**src/hdl/sd_spi_host_sequencer_macros.svh**
```systemverilog
// assertion helpers for the sd spi host sequencer
`ifndef SD_SPI_HOST_SEQUENCER_MACROS_SVH
`define SD_SPI_HOST_SEQUENCER_MACROS_SVH
// implication checked at every rising clock edge outside reset
`define SDS_ASSERT_IMP(label, ante, cons, msg) \
   label: assert property (@(posedge clock) disable iff (reset) (ante) |-> (cons)) \
      else $error(msg);
// next-cycle implication
`define SDS_ASSERT_NXT(label, ante, cons, msg) \
   label: assert property (@(posedge clock) disable iff (reset) (ante) |=> (cons)) \
      else $error(msg);
`endif

```
**src/hdl/sds_pkg.sv**
```systemverilog
// ----------------------------------------------------------------------------
// sds_pkg
// types, constants and helpers shared by the sd spi host sequencer
// ----------------------------------------------------------------------------
package sds_pkg;

   localparam int BlockBytes = 512;
   localparam int CountBitsDefault = 16;

   typedef enum logic [2:0] {
      FUNC_INIT  = 3'd0,
      FUNC_READ  = 3'd1,
      FUNC_WRITE = 3'd2,
      FUNC_XCHG  = 3'd3,
      FUNC_WDATA = 3'd4
   } func_type;

   typedef enum logic [0:0] {
      CSR_POLL_LIMIT  = 1'd0,
      CSR_RETRY_LIMIT = 1'd1
   } csr_index_type;

   typedef enum logic [3:0] {
      ST_OK     = 4'd0,
      ST_CMD0   = 4'd1,
      ST_CMD8   = 4'd2,
      ST_ACMD41 = 4'd3,
      ST_CMD58  = 4'd4,
      ST_NOT_HC = 4'd5,
      ST_R1_REJ = 4'd6,
      ST_TOKEN  = 4'd7,
      ST_WR_REJ = 4'd8
   } status_type;

   typedef enum logic [5:0] {
      PH_IDLE, PH_WAKE, PH_C0, PH_C8, PH_C55, PH_C41, PH_C58, PH_RDCMD, PH_C12,
      PH_WC23, PH_WRCMD, PH_RDTOK, PH_RDDATA, PH_RDCRC, PH_RDEND, PH_RDTAIL,
      PH_WTOK, PH_WREQ, PH_WDATA, PH_WCRC, PH_WDRESP, PH_WBUSY, PH_WSTOP,
      PH_WTAIL, PH_WREJ
   } phase_type;

   typedef struct packed {
      logic [2:0]  func;
      logic [31:0] sector;
      logic [15:0] count;
      logic [7:0]  rx_byte;
      logic [7:0]  wr_byte;
   } req_type;

   typedef struct packed {
      logic       tx_valid;
      logic [7:0] tx_byte;
      logic       cs_low;
      logic       rd_valid;
      logic [7:0] rd_byte;
      logic       need_wr;
      logic       done_res;
      logic [3:0] status;
      logic       last;
   } rsp_type;

   function automatic logic is_cmd(input phase_type p);
      return (p >= PH_C0) && (p <= PH_WRCMD);
   endfunction

endpackage

```
**src/hdl/sd_spi_host_sequencer.sv**
```systemverilog
// a result is registered and appears in the cycle after its transaction is accepted
// throughput: one transaction per cycle; the single step of the sequencer core
// sets it, and input stalls only while a waiting result is itself stalled
// a request that causes no result gives none and leaves the state alone
// reset: synchronous; state idle, limits 4095 polls and 255 retries
// ----------------------------------------------------------------------------
// sd_spi_host_sequencer
// sd card spi-mode host sequencer, one step per exchanged byte
// ----------------------------------------------------------------------------
`include "sd_spi_host_sequencer_macros.svh"
module sd_spi_host_sequencer
   import sds_pkg::*;
#(
   parameter int COUNT_BITS = CountBitsDefault
) (
   input  logic        clock,
   input  logic        reset,
   input  logic        req_valid,
   output logic        req_stall,
   input  req_type     req_data,
   output logic        rsp_valid,
   input  logic        rsp_stall,
   output rsp_type     rsp_data,
   input  logic        csr_we,
   input  logic [0:0]  csr_index,
   input  logic [15:0] csr_wdata
);

   logic [15:0] poll_ff;
   logic [7:0]  retry_ff;
   logic        rsp_valid_ff, rsp_valid_in;
   rsp_type     rsp_data_ff, rsp_data_in;
   logic        step_en, emit;
   logic [15:0] poll_eff;
   logic [7:0]  retry_eff;

   // configuration registers
   always_ff @(posedge clock) begin
      if (reset) begin
         poll_ff  <= 16'd4095;
         retry_ff <= 8'd255;
      end else if (csr_we) begin
         case (csr_index)
            CSR_POLL_LIMIT:  poll_ff  <= csr_wdata;
            CSR_RETRY_LIMIT: retry_ff <= csr_wdata[7:0];
            default:         poll_ff  <= poll_ff;
         endcase
      end
   end

   // a zero limit acts as one
   assign poll_eff  = (poll_ff == 0) ? 16'd1 : poll_ff;
   assign retry_eff = (retry_ff == 0) ? 8'd1 : retry_ff;

   assign req_stall = rsp_valid_ff && rsp_stall;
   assign step_en   = req_valid && !req_stall;

   sds_core #(.COUNT_BITS(COUNT_BITS)) u_core (
      .clock      (clock),
      .reset      (reset),
      .step_en    (step_en),
      .req        (req_data),
      .poll_limit (poll_eff),
      .retry_limit(retry_eff),
      .emit       (emit),
      .rsp        (rsp_data_in)
   );

   // result register
   assign rsp_valid_in = (step_en && emit) || (rsp_valid_ff && rsp_stall);
   always_ff @(posedge clock) begin
      if (reset) begin
         rsp_valid_ff <= 1'b0;
      end else begin
         rsp_valid_ff <= rsp_valid_in;
      end
   end
   always_ff @(posedge clock) begin
      if (step_en && emit) begin
         rsp_data_ff <= rsp_data_in;
      end
   end

   assign rsp_valid = rsp_valid_ff;
   assign rsp_data  = rsp_data_ff;

   // checks
   `SDS_ASSERT_IMP(a_stall_when_full, rsp_valid_ff && rsp_stall, req_stall, "input not held")
   `SDS_ASSERT_NXT(a_hold_result, rsp_valid && rsp_stall, rsp_valid && $stable(rsp_data),
      "stalled result changed")
   `SDS_ASSERT_IMP(a_last_set, rsp_valid, rsp_data.last, "last flag missing")

endmodule

```
**src/hdl/sds_core.sv**
```systemverilog
// ----------------------------------------------------------------------------
// sds_core
// sequencer state and per-transaction step logic; while step_en is high, one decision per cycle
// ----------------------------------------------------------------------------
module sds_core
   import sds_pkg::*;
#(
   parameter int COUNT_BITS = CountBitsDefault
) (
   input  logic        clock,
   input  logic        reset,
   input  logic        step_en,
   input  req_type     req,
   input  logic [15:0] poll_limit,
   input  logic [7:0]  retry_limit,
   output logic        emit,
   output rsp_type     rsp
);

   localparam int IdxBits = $clog2(BlockBytes) + 1;

   phase_type              phase_ff, phase_in;
   logic [IdxBits-1:0]     idx_ff, idx_in;
   logic [COUNT_BITS-1:0]  blocks_ff, blocks_in;
   logic [7:0]             retries_ff, retries_in;
   logic [15:0]            polls_ff, polls_in;
   logic [7:0]             stok_ff, stok_in;
   logic                   multi_ff, multi_in;
   logic [7:0]             ocr_ff, ocr_in;
   logic [31:0]            arg_ff, arg_in;
   logic [7:0]             resp_ff, resp_in;

   // state registers
   always_ff @(posedge clock) begin
      if (reset) begin
         phase_ff   <= PH_IDLE;
         idx_ff     <= '0;
         blocks_ff  <= '0;
         retries_ff <= '0;
         polls_ff   <= '0;
         stok_ff    <= 8'hFF;
         multi_ff   <= 1'b0;
         ocr_ff     <= '0;
         arg_ff     <= '0;
         resp_ff    <= '0;
      end else if (step_en) begin
         phase_ff   <= phase_in;
         idx_ff     <= idx_in;
         blocks_ff  <= blocks_in;
         retries_ff <= retries_in;
         polls_ff   <= polls_in;
         stok_ff    <= stok_in;
         multi_ff   <= multi_in;
         ocr_ff     <= ocr_in;
         arg_ff     <= arg_in;
         resp_ff    <= resp_in;
      end
   end

   // next state and result of one transaction
   always_comb begin
      logic [7:0]  rx;
      logic        fin;
      logic [3:0]  fst;
      logic        direct, rdv, cs;
      logic [7:0]  tx, fidx, fcrc;
      logic [31:0] farg;
      logic        ent;
      phase_type   ep;
      logic [COUNT_BITS-1:0] bdec;
      logic [1:0]  tail_n;
      rx = req.rx_byte;
      fin = 1'b0; fst = ST_OK; direct = 1'b0; rdv = 1'b0;
      ent = 1'b0; ep = PH_IDLE;
      tx = 8'hFF; cs = 1'b0; fidx = '0; farg = '0; fcrc = '0;
      bdec = blocks_ff - 1'b1;
      tail_n = multi_ff ? 2'd3 : 2'd2;
      phase_in = phase_ff; idx_in = idx_ff; blocks_in = blocks_ff;
      retries_in = retries_ff; polls_in = polls_ff; stok_in = stok_ff;
      multi_in = multi_ff; ocr_in = ocr_ff; arg_in = arg_ff; resp_in = resp_ff;
      emit = 1'b0;

      case (req.func)
         FUNC_INIT, FUNC_READ, FUNC_WRITE: begin
            if (phase_ff == PH_IDLE) begin
               emit = 1'b1;
               ent = 1'b1;
               if (req.func == FUNC_INIT) begin
                  ep = PH_WAKE;
               end else begin
                  blocks_in = COUNT_BITS'(req.count);
                  multi_in = (blocks_in != COUNT_BITS'(1));
                  arg_in = req.sector;
                  if (req.func == FUNC_READ) begin
                     ep = PH_RDCMD;
                  end else begin
                     stok_in = multi_in ? 8'hFC : 8'hFE;
                     ep = multi_in ? PH_WC23 : PH_WRCMD;
                  end
               end
            end
         end
         FUNC_XCHG: begin
            if (phase_ff != PH_IDLE && phase_ff != PH_WREQ) begin
               emit = 1'b1;
               rdv = (phase_ff == PH_RDDATA);
               if (is_cmd(phase_ff)) begin
                  if (idx_ff < 5) begin
                     idx_in = idx_ff + 1'b1;
                  end else if (idx_ff == 5) begin
                     idx_in = IdxBits'(6);
                     polls_in = poll_limit;
                  end else if (idx_ff == 6) begin
                     if (rx == 8'hFF && polls_ff > 1) begin
                        polls_in = polls_ff - 1'b1;
                     end else begin
                        resp_in = rx;
                        if (phase_ff == PH_C8 || phase_ff == PH_C58) begin
                           idx_in = IdxBits'(7);
                        end else if (phase_ff == PH_RDCMD && rx == 8'h00) begin
                           ent = 1'b1; ep = (blocks_ff != 0) ? PH_RDTOK : PH_RDEND;
                        end else if (phase_ff == PH_WRCMD && rx == 8'h00) begin
                           ent = 1'b1; ep = (blocks_ff != 0) ? PH_WTOK : PH_WSTOP;
                        end else begin
                           idx_in = IdxBits'(11);
                        end
                     end
                  end else if (idx_ff < 11) begin
                     if (idx_ff == 7 && phase_ff == PH_C58) ocr_in = rx;
                     idx_in = idx_ff + 1'b1;
                  end else begin
                     case (phase_ff)
                        PH_C0: begin
                           if (resp_ff != 8'h01) begin fin = 1'b1; fst = ST_CMD0; end
                           else begin ent = 1'b1; ep = PH_C8; end
                        end
                        PH_C8: begin
                           if (resp_ff != 8'h01) begin fin = 1'b1; fst = ST_CMD8; end
                           else begin
                              retries_in = retry_limit; ent = 1'b1; ep = PH_C55;
                           end
                        end
                        PH_C55: begin
                           if (resp_ff != 8'h01) begin fin = 1'b1; fst = ST_ACMD41; end
                           else begin ent = 1'b1; ep = PH_C41; end
                        end
                        PH_C41: begin
                           if (resp_ff == 8'h00) begin
                              retries_in = retry_limit; ent = 1'b1; ep = PH_C58;
                           end else if (retries_ff <= 1) begin
                              fin = 1'b1; fst = ST_ACMD41;
                           end else begin
                              retries_in = retries_ff - 1'b1; ent = 1'b1; ep = PH_C55;
                           end
                        end
                        PH_C58: begin
                           if (resp_ff == 8'h00) begin
                              fin = 1'b1; fst = ocr_ff[6] ? ST_OK : ST_NOT_HC;
                           end else if (retries_ff <= 1) begin
                              fin = 1'b1; fst = ST_CMD58;
                           end else begin
                              retries_in = retries_ff - 1'b1; ent = 1'b1; ep = PH_C58;
                           end
                        end
                        PH_C12:  begin ent = 1'b1; ep = PH_RDTAIL; end
                        PH_WC23: begin ent = 1'b1; ep = PH_WRCMD; end
                        default: begin fin = 1'b1; fst = ST_R1_REJ; end
                     endcase
                  end
               end else begin
                  case (phase_ff)
                     PH_WAKE: begin
                        idx_in = idx_ff + 1'b1;
                        if (idx_in >= 10) begin ent = 1'b1; ep = PH_C0; end
                     end
                     PH_RDTOK: begin
                        if (rx == 8'hFF && polls_ff > 1) polls_in = polls_ff - 1'b1;
                        else begin ent = 1'b1; ep = (rx == 8'hFE) ? PH_RDDATA : PH_RDEND; end
                     end
                     PH_RDDATA: begin
                        idx_in = idx_ff + 1'b1;
                        if (idx_in >= BlockBytes) begin ent = 1'b1; ep = PH_RDCRC; end
                     end
                     PH_RDCRC: begin
                        idx_in = idx_ff + 1'b1;
                        if (idx_in >= 2) begin
                           blocks_in = bdec; ent = 1'b1;
                           ep = (bdec != 0) ? PH_RDTOK : PH_RDEND;
                        end
                     end
                     PH_RDEND: begin
                        if (!multi_ff) begin
                           fin = 1'b1; fst = (blocks_ff != 0) ? ST_TOKEN : ST_OK;
                        end else begin ent = 1'b1; ep = PH_C12; end
                     end
                     PH_RDTAIL: begin
                        fin = 1'b1; fst = (blocks_ff != 0) ? ST_TOKEN : ST_OK;
                     end
                     PH_WTOK: begin ent = 1'b1; ep = PH_WREQ; end
                     PH_WDATA: begin
                        idx_in = idx_ff + 1'b1;
                        if (idx_in >= BlockBytes) begin ent = 1'b1; ep = PH_WCRC; end
                        else phase_in = PH_WREQ;
                     end
                     PH_WCRC: begin
                        idx_in = idx_ff + 1'b1;
                        if (idx_in >= 2) begin ent = 1'b1; ep = PH_WDRESP; end
                     end
                     PH_WDRESP: begin
                        ent = 1'b1; ep = (rx[4:0] == 5'h05) ? PH_WBUSY : PH_WREJ;
                     end
                     PH_WBUSY: begin
                        if (rx != 8'h00) begin
                           blocks_in = bdec; ent = 1'b1;
                           if (bdec != 0) ep = PH_WTOK;
                           else ep = multi_ff ? PH_WSTOP : PH_WTAIL;
                        end
                     end
                     PH_WSTOP: begin ent = 1'b1; ep = PH_WTAIL; end
                     PH_WTAIL: begin
                        idx_in = idx_ff + 1'b1;
                        if (idx_in >= IdxBits'(tail_n)) begin fin = 1'b1; fst = ST_OK; end
                     end
                     default: begin fin = 1'b1; fst = ST_WR_REJ; end
                  endcase
               end
            end
         end
         FUNC_WDATA: begin
            if (phase_ff == PH_WREQ) begin
               emit = 1'b1; direct = 1'b1; phase_in = PH_WDATA;
            end
         end
         default: emit = 1'b0;
      endcase

      // phase entry resets index and poll budget
      if (ent) begin
         phase_in = ep; idx_in = '0; polls_in = poll_limit;
      end
      if (fin) phase_in = PH_IDLE;

      // command frame for the phase being entered
      case (phase_in)
         PH_C0:    fcrc = 8'h95;
         PH_C8:    begin fidx = 8'd8; farg = 32'h0000_01AA; fcrc = 8'h87; end
         PH_C55:   fidx = 8'd55;
         PH_C41:   begin fidx = 8'd41; farg = 32'h4000_0000; end
         PH_C58:   begin fidx = 8'd58; fcrc = 8'h01; end
         PH_RDCMD: begin fidx = multi_in ? 8'd18 : 8'd17; farg = arg_in; end
         PH_C12:   fidx = 8'd12;
         PH_WC23:  begin fidx = 8'd23; farg = 32'(blocks_in); end
         default:  begin fidx = multi_in ? 8'd25 : 8'd24; farg = arg_in; end
      endcase

      rsp = '0;
      rsp.tx_byte = 8'hFF;
      rsp.last = 1'b1;
      if (rdv) begin rsp.rd_valid = 1'b1; rsp.rd_byte = rx; end
      if (fin) begin
         rsp.done_res = 1'b1; rsp.status = fst;
      end else if (direct) begin
         rsp.tx_valid = 1'b1; rsp.tx_byte = req.wr_byte; rsp.cs_low = 1'b1;
      end else if (phase_in == PH_WREQ) begin
         rsp.need_wr = 1'b1;
      end else begin
         if (is_cmd(phase_in)) begin
            if (idx_in == 0) begin tx = 8'h40 | fidx; cs = 1'b1; end
            else if (idx_in < 5) begin
               case (idx_in[2:0])
                  3'd1:    tx = farg[31:24];
                  3'd2:    tx = farg[23:16];
                  3'd3:    tx = farg[15:8];
                  default: tx = farg[7:0];
               endcase
               cs = 1'b1;
            end else if (idx_in == 5) begin tx = fcrc; cs = 1'b1; end
            else if (idx_in < 11) cs = 1'b1;
         end else if (phase_in == PH_WTOK) begin
            tx = stok_in; cs = 1'b1;
         end else if (phase_in == PH_WSTOP) begin
            tx = 8'hFD; cs = 1'b1;
         end else if (phase_in == PH_RDTOK || phase_in == PH_RDDATA
                      || phase_in == PH_RDCRC || phase_in == PH_WCRC
                      || phase_in == PH_WDRESP || phase_in == PH_WBUSY) begin
            cs = 1'b1;
         end
         rsp.tx_valid = 1'b1; rsp.tx_byte = tx; rsp.cs_low = cs;
      end
   end

endmodule

```
**config.mk**
```make
export PLATFORM = sky130hd
export DESIGN_NAME = sd_spi_host_sequencer
export DESIGN_NICKNAME = d
export VERILOG_FILES = /design/src/hdl/sds_pkg.sv /design/src/hdl/sd_spi_host_sequencer.sv /design/src/hdl/sds_core.sv
export VERILOG_INCLUDE_DIRS = /design/src /design/src/hdl
export SDC_FILE = /design/constraint.sdc
export NUM_CORES = 1
export LEC_CHECK = 0
export BUFFER_PORTS_ARGS = -buffer_cell sky130_fd_sc_hd__buf_2
export CAP_MARGIN = 25
export CORE_UTILIZATION = 40
export CTS_CLUSTER_DIAMETER = 100
export DETAILED_ROUTE_END_ITERATION = 16
export MAX_ROUTING_LAYER = met4
export PLACE_DENSITY = 0.64
export REMOVE_ABC_BUFFERS = 1
export SYNTH_ARGS = -nofsm -noshare
export SYNTH_HDL_FRONTEND = slang
export SYNTH_SLANG_ARGS = --single-unit
```
**constraint.sdc**
```tcl
create_clock -name clock -period 4.8 [get_ports clock]
set_clock_uncertainty 0.2 [all_clocks]
set_input_delay 0.24 -clock clock [delete_from_list [all_inputs] [get_ports clock]]
set_output_delay 0.24 -clock clock [all_outputs]
set_load 0.03 [all_outputs]
```
======== Word-level counts from Yosys, hierarchy flattened ========
Index checks and enable logic that the tools add are counted.
word-level totals
  output and inout port bits .............. 28
  input port bits ......................... 89
  flip-flop bits (word level) ............. 162
cells by class
  reductions and logical operators ........ 51
  bitwise operators ....................... 6
  multiplexer cells ....................... 185
  $lt $le $gt $ge ......................... 14
  add/subtract/negate cells ............... 4
  eq/ne operators ......................... 61
operators with widths
  operator                                                              number
  16-bit two-way mux                                                    16
  6-bit two-way mux                                                     26
  10-bit two-way mux                                                    15
  32-bit case mux with 4 select lines                                   1
  8-bit two-way mux                                                     14
  32-bit two-way mux                                                    3
  6-bit by 5-bit == test with 1-bit output, second input constant       14
  6-bit by 4-bit == test with 1-bit output, second input constant       13
  8-bit case mux with 3 select lines                                    3
  6-bit case mux with 11 select lines                                   1
  16-bit case mux with 2 select lines                                   2
  8-bit case mux with 8 select lines                                    1
  1-bit two-way mux                                                     55
  4-bit two-way mux                                                     13
  6-bit by 3-bit == test with 1-bit output, second input constant       8
  6-bit case mux with 7 select lines                                    1
  10-bit by 3-bit == test with 1-bit output, second input constant      4
  16-bit nonzero test                                                   2
  16-bit by 1-bit subtractor with 16-bit output, second input constant  2
  3-bit two-way mux                                                     10
  6-bit by 2-bit == test with 1-bit output, second input constant       4
  8-bit logical NOT                                                     3
  4-bit case mux with 6 select lines                                    1
  6-bit case mux with 2 select lines                                    2
  56 further kinds                                                      107

======== Longest topological paths before layout ========
Gate-level depths: netlist (run 1).
  depth in word-level cells ............... 26
  mapped depth ............................ 19
  depth with buffers taken out ............ 15

======== Hierarchy ========
From an unflattened synthesis (run 1), not the netlist that was laid out.
second synthesis, totals
  cell total of the unflattened synthesis .. 1555
  area, all modules ....................... 11571.1 um^2
by module, submodules not included
  module                 sequential area each (um^2)  cells an instance  area an instance (um^2)  instances
  sds_core               2122.0                       1412               9654.3                   1
  sd_spi_host_sequencer  1281.2                       143                1916.8                   1

======== Worst setup path before layout (run 1) ========
No wires, ideal clock.
  path kind ............................... register -> register
  start ................................... register u_core.phase_ff[1]
  end ..................................... register rsp_data_ff (netlist bit rsp_data[22]), data pin
  clock period less this slack ............ 4.094 ns
  data required time ...................... 4.335 ns
  setup time .............................. 0.265 ns
  path slack .............................. 0.706 ns
  arrival time ............................ 3.629 ns
  stages on the path, launching flop included .. 16
  path buffers ............................ 2
  path through ............................ dfxtp_1 > buf_2 > buf_2 > or4b_1 > a31o_2 > a2111oi_0 > mux2i_1 > o21ai_1 > nor4_1 > nor2b_1 > o21ai_0 > nand2_1 > o211ai_1 > or4_1 > o2111ai_1 > a31oi_1
between the ends
  longest elaborated chain between the ends .. 23
ends and longest elaborated chain
  item                                                    RTL line                     RTL
  from (decl)                                             sds_core.sv:22               phase_type phase_ff, phase_in;
  from (signal assigned)                                  sds_core.sv:47               phase_ff <= phase_in;
  6-bit by 4-bit == test with 1-bit output                sds_core.sv:122              end else if (phase_ff == PH_WRCMD && rx == 8'h00) begin
  1-bit logical AND                                       sds_core.sv:122
  6-bit two-way mux or 1-bit two-way mux (tied branches)  sds_core.sv:122
  6-bit two-way mux or 1-bit two-way mux (tied branches)  sds_core.sv:120              end else if (phase_ff == PH_RDCMD && rx == 8'h00) begin
  6-bit two-way mux or 1-bit two-way mux (tied branches)  sds_core.sv:118              if (phase_ff == PH_C8 || phase_ff == PH_C58) begin
  6-bit two-way mux or 1-bit two-way mux (tied branches)  sds_core.sv:114              if (rx == 8'hFF && polls_ff > 1) begin
  6-bit two-way mux or 1-bit two-way mux (tied branches)  sds_core.sv:113              end else if (idx_ff == 6) begin
  6-bit two-way mux or 1-bit two-way mux (tied branches)  sds_core.sv:110              end else if (idx_ff == 5) begin
  (+7 left out)                                           --
  4-bit OR reduction (no source line)                     --
  32-bit case mux with 4 select lines                     sds_core.sv:244              case (phase_in)
  8-bit case mux with 3 select lines                      sds_core.sv:270              case (idx_in[2:0])
  8-bit two-way mux                                       sds_core.sv:269              else if (idx_in < 5) begin
  8-bit two-way mux                                       sds_core.sv:268              if (idx_in == 0) begin tx = 8'h40 | fidx; cs = 1'b1; end
  8-bit two-way mux                                       sds_core.sv:267              if (is_cmd(phase_in)) begin
  10-bit two-way mux                                      sds_core.sv:264              end else if (phase_in == PH_WREQ) begin
  10-bit two-way mux                                      sds_core.sv:262              end else if (direct) begin
  to (signal assigned)                                    sd_spi_host_sequencer.sv:80  rsp_data_ff <= rsp_data_in;
  to (decl)                                               sd_spi_host_sequencer.sv:32  rsp_type rsp_data_ff, rsp_data_in;
Parallel ways exist; a longest one is shown, timed or not.
A chain may end at the register's enable or synchronous reset.

======== Final worst setup path (run 1) ========
  start ................................... register u_core.idx_ff[5]
  end ..................................... register rsp_data_ff (netlist bit rsp_data[17]), data pin
between the ends
  longest elaborated chain between the ends .. 19
ends and longest elaborated chain
  item                                                                               RTL line        RTL
  from (decl)                                                                        sds_core.sv:23  logic [IdxBits-1:0] idx_ff, idx_in;
  from (signal assigned)                                                             sds_core.sv:48  idx_ff <= idx_in;
  branches (longest 19 deep; another with 10-bit by 1-bit adder with 10-bit output)  --
Several ways; the timed one is not identified.

==> results of run 1 <==
metal layers:
metal  up-vias  part of all wire  wire length (um)
li1       6089                 -                 -
met1      5877              0.46             18700
met2       504              0.44             17900
met3        68             0.076              3110
met4         0             0.025              1020
met5         -                 0                 0
cells in the mapped netlist (all sizes together), types with 17 or more instances:
library cell	n	area, um^2
nor4	33	234
or3	26	168
edfxtp	25	751
buf	39	226
nand3b	17	128
nand3	48	240
a211oi	19	143
inv	26	97.6
a31oi	19	119
nor3	52	275
nand4	20	125
nor2	151	574
and2	21	131
nand2	281	1050
clkbuf	72	270
mux2i	32	320
o21ai	106	531
dfxtp	131	2620
a21oi	139	699
final cells by class:
type	instances	area (um^2)
clock inverters	13	109
fillers	2684	13300
inverters	26	97.6
clock buffers	18	439
multi-input cells	1255	7290
well taps	372	465
flip-flops and latches	156	3380
repair buffers	299	2110
what timing repair did:
item / in CTS / in global routing
setup buffers: 0 / 0
gates resized for setup: 0 / 17
endpoints found under the setup margin: 0 / 9
hold buffers: 60 / 0
hold endpoints to repair: 77 / 0
power groups by stage:
stage,clock (uW),sequential (uW),combinational [uW]
2_1_floorplan,0,1490,446
3_3_place_gp,0,1470,819
3_5_place_dp,0,1470,820
4_1_cts,1340,1440,859
5_1_grt,1390,1450,954
6_report,1310,1440,878
stage by stage:
step	power, uW	utilization	instances
detailed placement	2290	0.467	2048
floorplan	1940	-	1437
finish	3630	0.511	2139
global route	3790	0.511	2139
CTS	3640	0.509	2139
global placement	2290	0.467	2048
worst max-delay path by stage:
stage                     cells past startpoint  slack [ns]            to
after floorplan                              12       -0.26  rsp_data[22]
after global placement                       12        0.18  rsp_data[17]
after detailed placement                     14        0.18  rsp_data[22]
after CTS                                    14        0.14  rsp_data[22]
after global routing                         13        0.04  rsp_data[17]
final                                        13        0.20  rsp_data[17]
logic make-up (layout without fill, tap and decap cells):
kind of cell,count (synthesis),after routing,share of synthesized area
AOI/OAI and AO/OA,450,450,0.262
xor gates and xnor gates,12,12,0.00939
adders and majority gates,12,12,0.0132
buffers and inverters,137,356,0.0531
DFF,156,156,0.301
muxes,33,33,0.0296
other,1,1,0.000335
and+or+nand+nor,747,747,0.331
flip-flops by register name, summed over array words and instances, names as in the netlist:
register	count
u_core.arg_ff	32
u_core.ocr_ff	1
u_core.idx_ff	10
rsp_data	25
u_core.stok_ff	8
retry_ff	8
u_core.retries_ff	8
u_core.multi_ff	1
u_core.resp_ff	8
poll_ff	16
u_core.phase_ff	6
rsp_valid	1
u_core.polls_ff	16
u_core.blocks_ff	16
tightest hold or removal path, cell delays in order:
cell	delay [ns]
buf_2	0.11
o21a_1	0.13
a211o_1	0.09
==> impl_metrics.env, run 1 <==
export IMPL_pre_cts_ws_ns=0.176
export IMPL_viasPerCell=5.86
export IMPL_met1_usage=0.395
export IMPL_finalCritPeriodShare=0.957
export IMPL_relSlewSlack=0.345
export IMPL_syn2layout_area_growth_pct=24.2
export IMPL_p_sw_uw=1210
export IMPL_die_w_um=169
export IMPL_wirelength_um=40700
export IMPL_route_detailed_drc=0
export IMPL_hold_viol_final=0
export IMPL_synth_edff_count=25
export IMPL_wl_per_cell_um=19.0
export IMPL_cp_required_ns=4.78
export IMPL_antennaDiodeCount=0
export IMPL_clkLatencyLatePin_ns=0.45
export IMPL_hold_depth=3
export IMPL_numCtsBuffers=17
export IMPL_p_clk_frac=0.360
export IMPL_cp_slowest_cell="or4_1"
export IMPL_top_usage_layer="met2"
export IMPL_rsz0062_at_grt="no"
export IMPL_routabilityCongestion=0.987
export IMPL_yosysSeqAreaShare=0.301
export IMPL_startpoint_type="register"
export IMPL_final_cell_area_um2=13900
export IMPL_core_area_um2=27200
export IMPL_ctsLongestPathBuffers=2
export IMPL_crit_type="register to register"
export IMPL_drive_gt1_frac=0.192
export IMPL_root_buffer="clkbuf_16"
export IMPL_htree_levels=4
export IMPL_cts_tree="done"
export IMPL_cp_num_buf_inv=0
export IMPL_drv_cap=0
export IMPL_r2r_start="u_core.idx_ff[5]"
export IMPL_cts_sinks=156
export IMPL_worstSetupEndpointType="register"
export IMPL_first_pass_iters=6
export IMPL_die_h_um=169
export IMPL_async_flop_share=0
export IMPL_dpl_hpwl_um=30400
export IMPL_syn_inst=1548
export IMPL_min_from="req_data[2]"
export IMPL_initial_core_util=0.412
export IMPL_path_clk_slew_ns=0.07
export IMPL_drtIter0Drc=1413
export IMPL_dieArea_um2=28600
export IMPL_grt_overflow_total=0
export IMPL_gr_usage_all_layers=0.290
export IMPL_antenna_found_initial=0
export IMPL_worstRegToRegCells=13
export IMPL_synth_distinct_cells=101
export IMPL_vias=12500
export IMPL_port_buffers=115
export IMPL_worstPathMaxFanout=16
export IMPL_r2r_setup_slack_ns=0.20
export IMPL_drv_slew=0
export IMPL_holdPathEnd="rsp_data[19]"
export IMPL_layout_setup_ws_ns=0.204
export IMPL_cp_startpoint="u_core.idx_ff[5]"
export IMPL_internal_power_uw=2420
export IMPL_seq_power_share=0.398
export IMPL_io_pins=117
export IMPL_ys_warn_count=0
export IMPL_row_count=60
export IMPL_worst_slew_pin_slew_ns=0.980
export IMPL_grt_max_degree=83
export IMPL_fin_setup_tns_ns=0
export IMPL_mostFrequentLayoutCell="nand2_1"
export IMPL_place_area_um2=12700
export IMPL_status="complete, no violations"
export IMPL_setup_viol=0
export IMPL_timing_hold_ws_ns=0.0290
export IMPL_clock_fmax_mhz=218
export IMPL_p_leak_uw=0.00534
export IMPL_syn_area_um2=11200
export IMPL_min_period_ns=4.60
export IMPL_use_met2=0.427
export IMPL_ant_nets=0
export IMPL_cp_top_family="compound AO/OA/AOI/OAI gates"
export IMPL_synth_top_flop_cell="dfxtp_1"
export IMPL_swShare=0.332
export IMPL_grt_use_met3=0.0583
export IMPL_ir_worst_vdd_mv=0.196
export IMPL_reg2reg_to="rsp_data[17]"
export IMPL_power_density_nw_per_um2=261
export IMPL_avgSynthCellArea_um2=7.23
export IMPL_mostFrequentLayoutCells="nand2_1, nor2_1, a21oi_1"
export IMPL_synth_seq_cells=156
export IMPL_path_cells="nand4_1 > or4_1 > nand3b_1 > a21oi_1 > a21o_1 > and4_2 > a2111oi_4 > a21boi_1 > nor3_1 > a211o_1 > a221o_1 > a31oi_1 > o32ai_1"
export IMPL_slowest_delay_ns=0.63
export IMPL_grt_pass1_vias=11500
export IMPL_combinationalPowerShare=0.242
export IMPL_hold_path_class="primary input to register"
export IMPL_cp_arrival_ns=4.57
export IMPL_grt_pass1_wl_um=63100
export IMPL_final_net_count=1855
(Power assumes the default switching activity.)
==> inputs of run 2 (changes only) <==
Settings changed: ABC_AREA set to 1.
==> impl_metrics.env, run 2 <==
export IMPL_drtIter0Drc=1038
export IMPL_clock_fmax_mhz=225
export IMPL_fin_util=0.487
export IMPL_syn2layout_area_growth_pct=19.8
export IMPL_dpl_hpwl_um=28300
export IMPL_worstSetupEndpointType="register"
export IMPL_worstRegToRegCells=31
export IMPL_synth_xor_area_frac=0.0155
export IMPL_synth_simple_area_share=0.348
export IMPL_p_sw_uw=1540
export IMPL_min_period_ns=4.44
export IMPL_ant_nets=0
export IMPL_top_register="u_core.arg_ff"
export IMPL_grt_pass1_wl_um=60200
export IMPL_fin_setup_tns_ns=0
export IMPL_cts_tree="done"
export IMPL_violations="hold timing"
export IMPL_drv_slew=0
export IMPL_internal_power_uw=2650
export IMPL_syn_inst=1843
export IMPL_combinationalPowerShare=0.300
export IMPL_avgSynthCellArea_um2=6.12
export IMPL_reg2reg_to="rsp_data[23]"
export IMPL_yosys_top_cells_count="nand2_1, inv_1, nor2_1"
export IMPL_worst_slew_pin_slew_ns=0.932
export IMPL_min_from="req_data[41]"
export IMPL_holdPathEnd="u_core.arg_ff[9]"
export IMPL_dieArea_um2=28900
export IMPL_synthMuxAreaShare=0.00266
export IMPL_crit_type="register to register"
export IMPL_die_w_um=170
export IMPL_hold_depth=5
export IMPL_cts_setup_buffers=0
export IMPL_r2r_setup_slack_ns=0.36
export IMPL_initial_core_util=0.406
export IMPL_finalCritPeriodShare=0.925
export IMPL_timing_hold_ws_ns=-0.000358
export IMPL_antenna_found_initial=0
export IMPL_synth_top_flop_cell="dfxtp_1"
export IMPL_antennaDiodeCount=0
export IMPL_viasPerCell=5.29
export IMPL_gr_usage_all_layers=0.274
export IMPL_p_clk_frac=0.344
export IMPL_core_area_um2=27800
export IMPL_seq_power_share=0.356
export IMPL_ys_warn_count=0
export IMPL_root_buffer="clkbuf_16"
export IMPL_die_h_um=170
export IMPL_hold_path_class="primary input to register"
export IMPL_ctsLongestPathBuffers=2
export IMPL_vias=12600
export IMPL_synth_seq_cells=156
export IMPL_relSlewSlack=0.378
export IMPL_worstPathMaxFanout=12
export IMPL_synth_distinct_cells=57
export IMPL_grt_pass1_vias=11300
export IMPL_route_detailed_drc=0
export IMPL_mostFrequentLayoutCell="nand2_1"
export IMPL_synth_compound_area_frac=0.209
export IMPL_wl_per_cell_um=16.0
export IMPL_cts_sinks=156
export IMPL_yosysTopAreaCell="dfxtp_1"
export IMPL_drv_cap=0
export IMPL_largest_reg_flops=32
export IMPL_slowest_delay_ns=0.38
export IMPL_mostFrequentLayoutCells="nand2_1, inv_1, nor2_1"
export IMPL_synth_edff_count=25
export IMPL_hold_viol_final=1
export IMPL_yosysSeqAreaShare=0.299
export IMPL_seq_area_um2=3380
export IMPL_rsz0062_at_grt="no"
export IMPL_async_flop_share=0
export IMPL_drive_gt1_frac=0.128
export IMPL_htree_levels=4
export IMPL_p_leak_uw=0.00645
export IMPL_grt_max_degree=88
export IMPL_cp_arrival_ns=4.46
export IMPL_numCtsBuffers=17
export IMPL_cp_required_ns=4.82
export IMPL_clkLatencyLatePin_ns=0.47
export IMPL_startpoint_type="register"
export IMPL_ir_worst_vdd_mv=0.234
export IMPL_swShare=0.366
export IMPL_syn_area_um2=11300
export IMPL_cp_slowest_cell="dfxtp_1"
export IMPL_first_pass_iters=5
export IMPL_synth_fa_ha_area_frac=0.0122
export IMPL_row_count=61
export IMPL_status="finished, violations left"
export IMPL_synth_most_common_cell="nand2_1"
export IMPL_path_clk_slew_ns=0.08
export IMPL_synth_top_family_by_area="simple AND/OR/NAND/NOR gates"
export IMPL_fillers=2959
export IMPL_wirelength_um=38200
export IMPL_r2r_start="u_core.blocks_ff[0]"
export IMPL_setup_viol=0
export IMPL_yosys_top_cells_area="dfxtp_1, nand2_1, inv_1, o21ai_0, nor2_1"
export IMPL_power_density_nw_per_um2=310
export IMPL_synth_top_area_frac=0.232
export IMPL_final_net_count=2101
export IMPL_port_buffers=115
export IMPL_crit_path_frequent_cell="nand2_1"
export IMPL_grt_overflow_total=0
export IMPL_io_pins=117
export IMPL_multi_input_area_um2=6690
export IMPL_routabilityCongestion=1.01
run 2: worst max path at each step:
stage	startpoint	endpoint	slack, ns	cells past startpoint
floorplan	rsp_valid	u_core.resp_ff[0]	0.51	7
global placement	u_core.phase_ff[3]	rsp_data[21]	0.34	23
detailed placement	u_core.idx_ff[0]	rsp_data[23]	0.27	30
CTS	u_core.idx_ff[0]	rsp_data[23]	0.23	30
global route	u_core.blocks_ff[1]	rsp_data[23]	0.0006	31
finish	u_core.blocks_ff[0]	rsp_data[23]	0.36	31
run 2: what timing repair did:
item                                    in CTS  in global routing
endpoints found under the setup margin       0                  9
endpoints found under the hold margin       74                  0
hold buffers                                57                  0
resized for setup                            0                  9
run 2: routing by layer:
layer | up-vias | routed length (um) | track usage
met4 | 0 | 833 | 0.0897
met2 | 418 | 16700 | 0.414
met1 | 5819 | 18500 | 0.377
li1 | 6364 | - | -
met3 | 48 | 2190 | 0.0342
met5 | - | 0 | -
run 2: area by class of cell:
cell class / count / area share
clock inverter: 11 / 0.00962
inverter: 261 / 0.0726
multi-input combinational: 1360 / 0.494
timing repair buffer: 205 / 0.103
clock buffer: 21 / 0.0356
sequential: 156 / 0.250
tap: 378 / 0.0350
run 2: cell families after synthesis:
kind of cell,after synthesis
and+or+nand+nor,913
buffers and inverters,327
DFF,156
muxes,3
xor gates and xnor gates,20
AOI/OAI and AO/OA,412
adders and majority gates,11
other,1
run 2: worst max-delay path, delay by kind of cell (launching register included):
kind / cells / cell delay [ns]
AND/OR/NAND/NOR: 26 / 2.93
adder cells (fa/ha/maj): 1 / 0.25
flip-flops: 1 / 0.38
AO/OA/AOI/OAI: 1 / 0.13
buffers and inverters: 3 / 0.30
run 2: power by group through the flow:
stage	combinational, uW	clock, uW	sequential [uW]
after floorplan	805	0	1520
after global placement	1190	0	1520
after detailed placement	1190	0	1520
after CTS	1230	1460	1490
after global routing	1400	1510	1500
final	1260	1440	1490
run 2: through the flow:
step                setup slack [ns]  cell area, um^2  std cells  power [uW]
floorplan                      0.512            11000       1777        2330
global placement               0.340            12300       2303        2700
detailed placement             0.271            12300       2303        2710
CTS                            0.234            13500       2392        4180
global route                0.000645            13500       2392        4410
finish                         0.358            13500       2392        4190
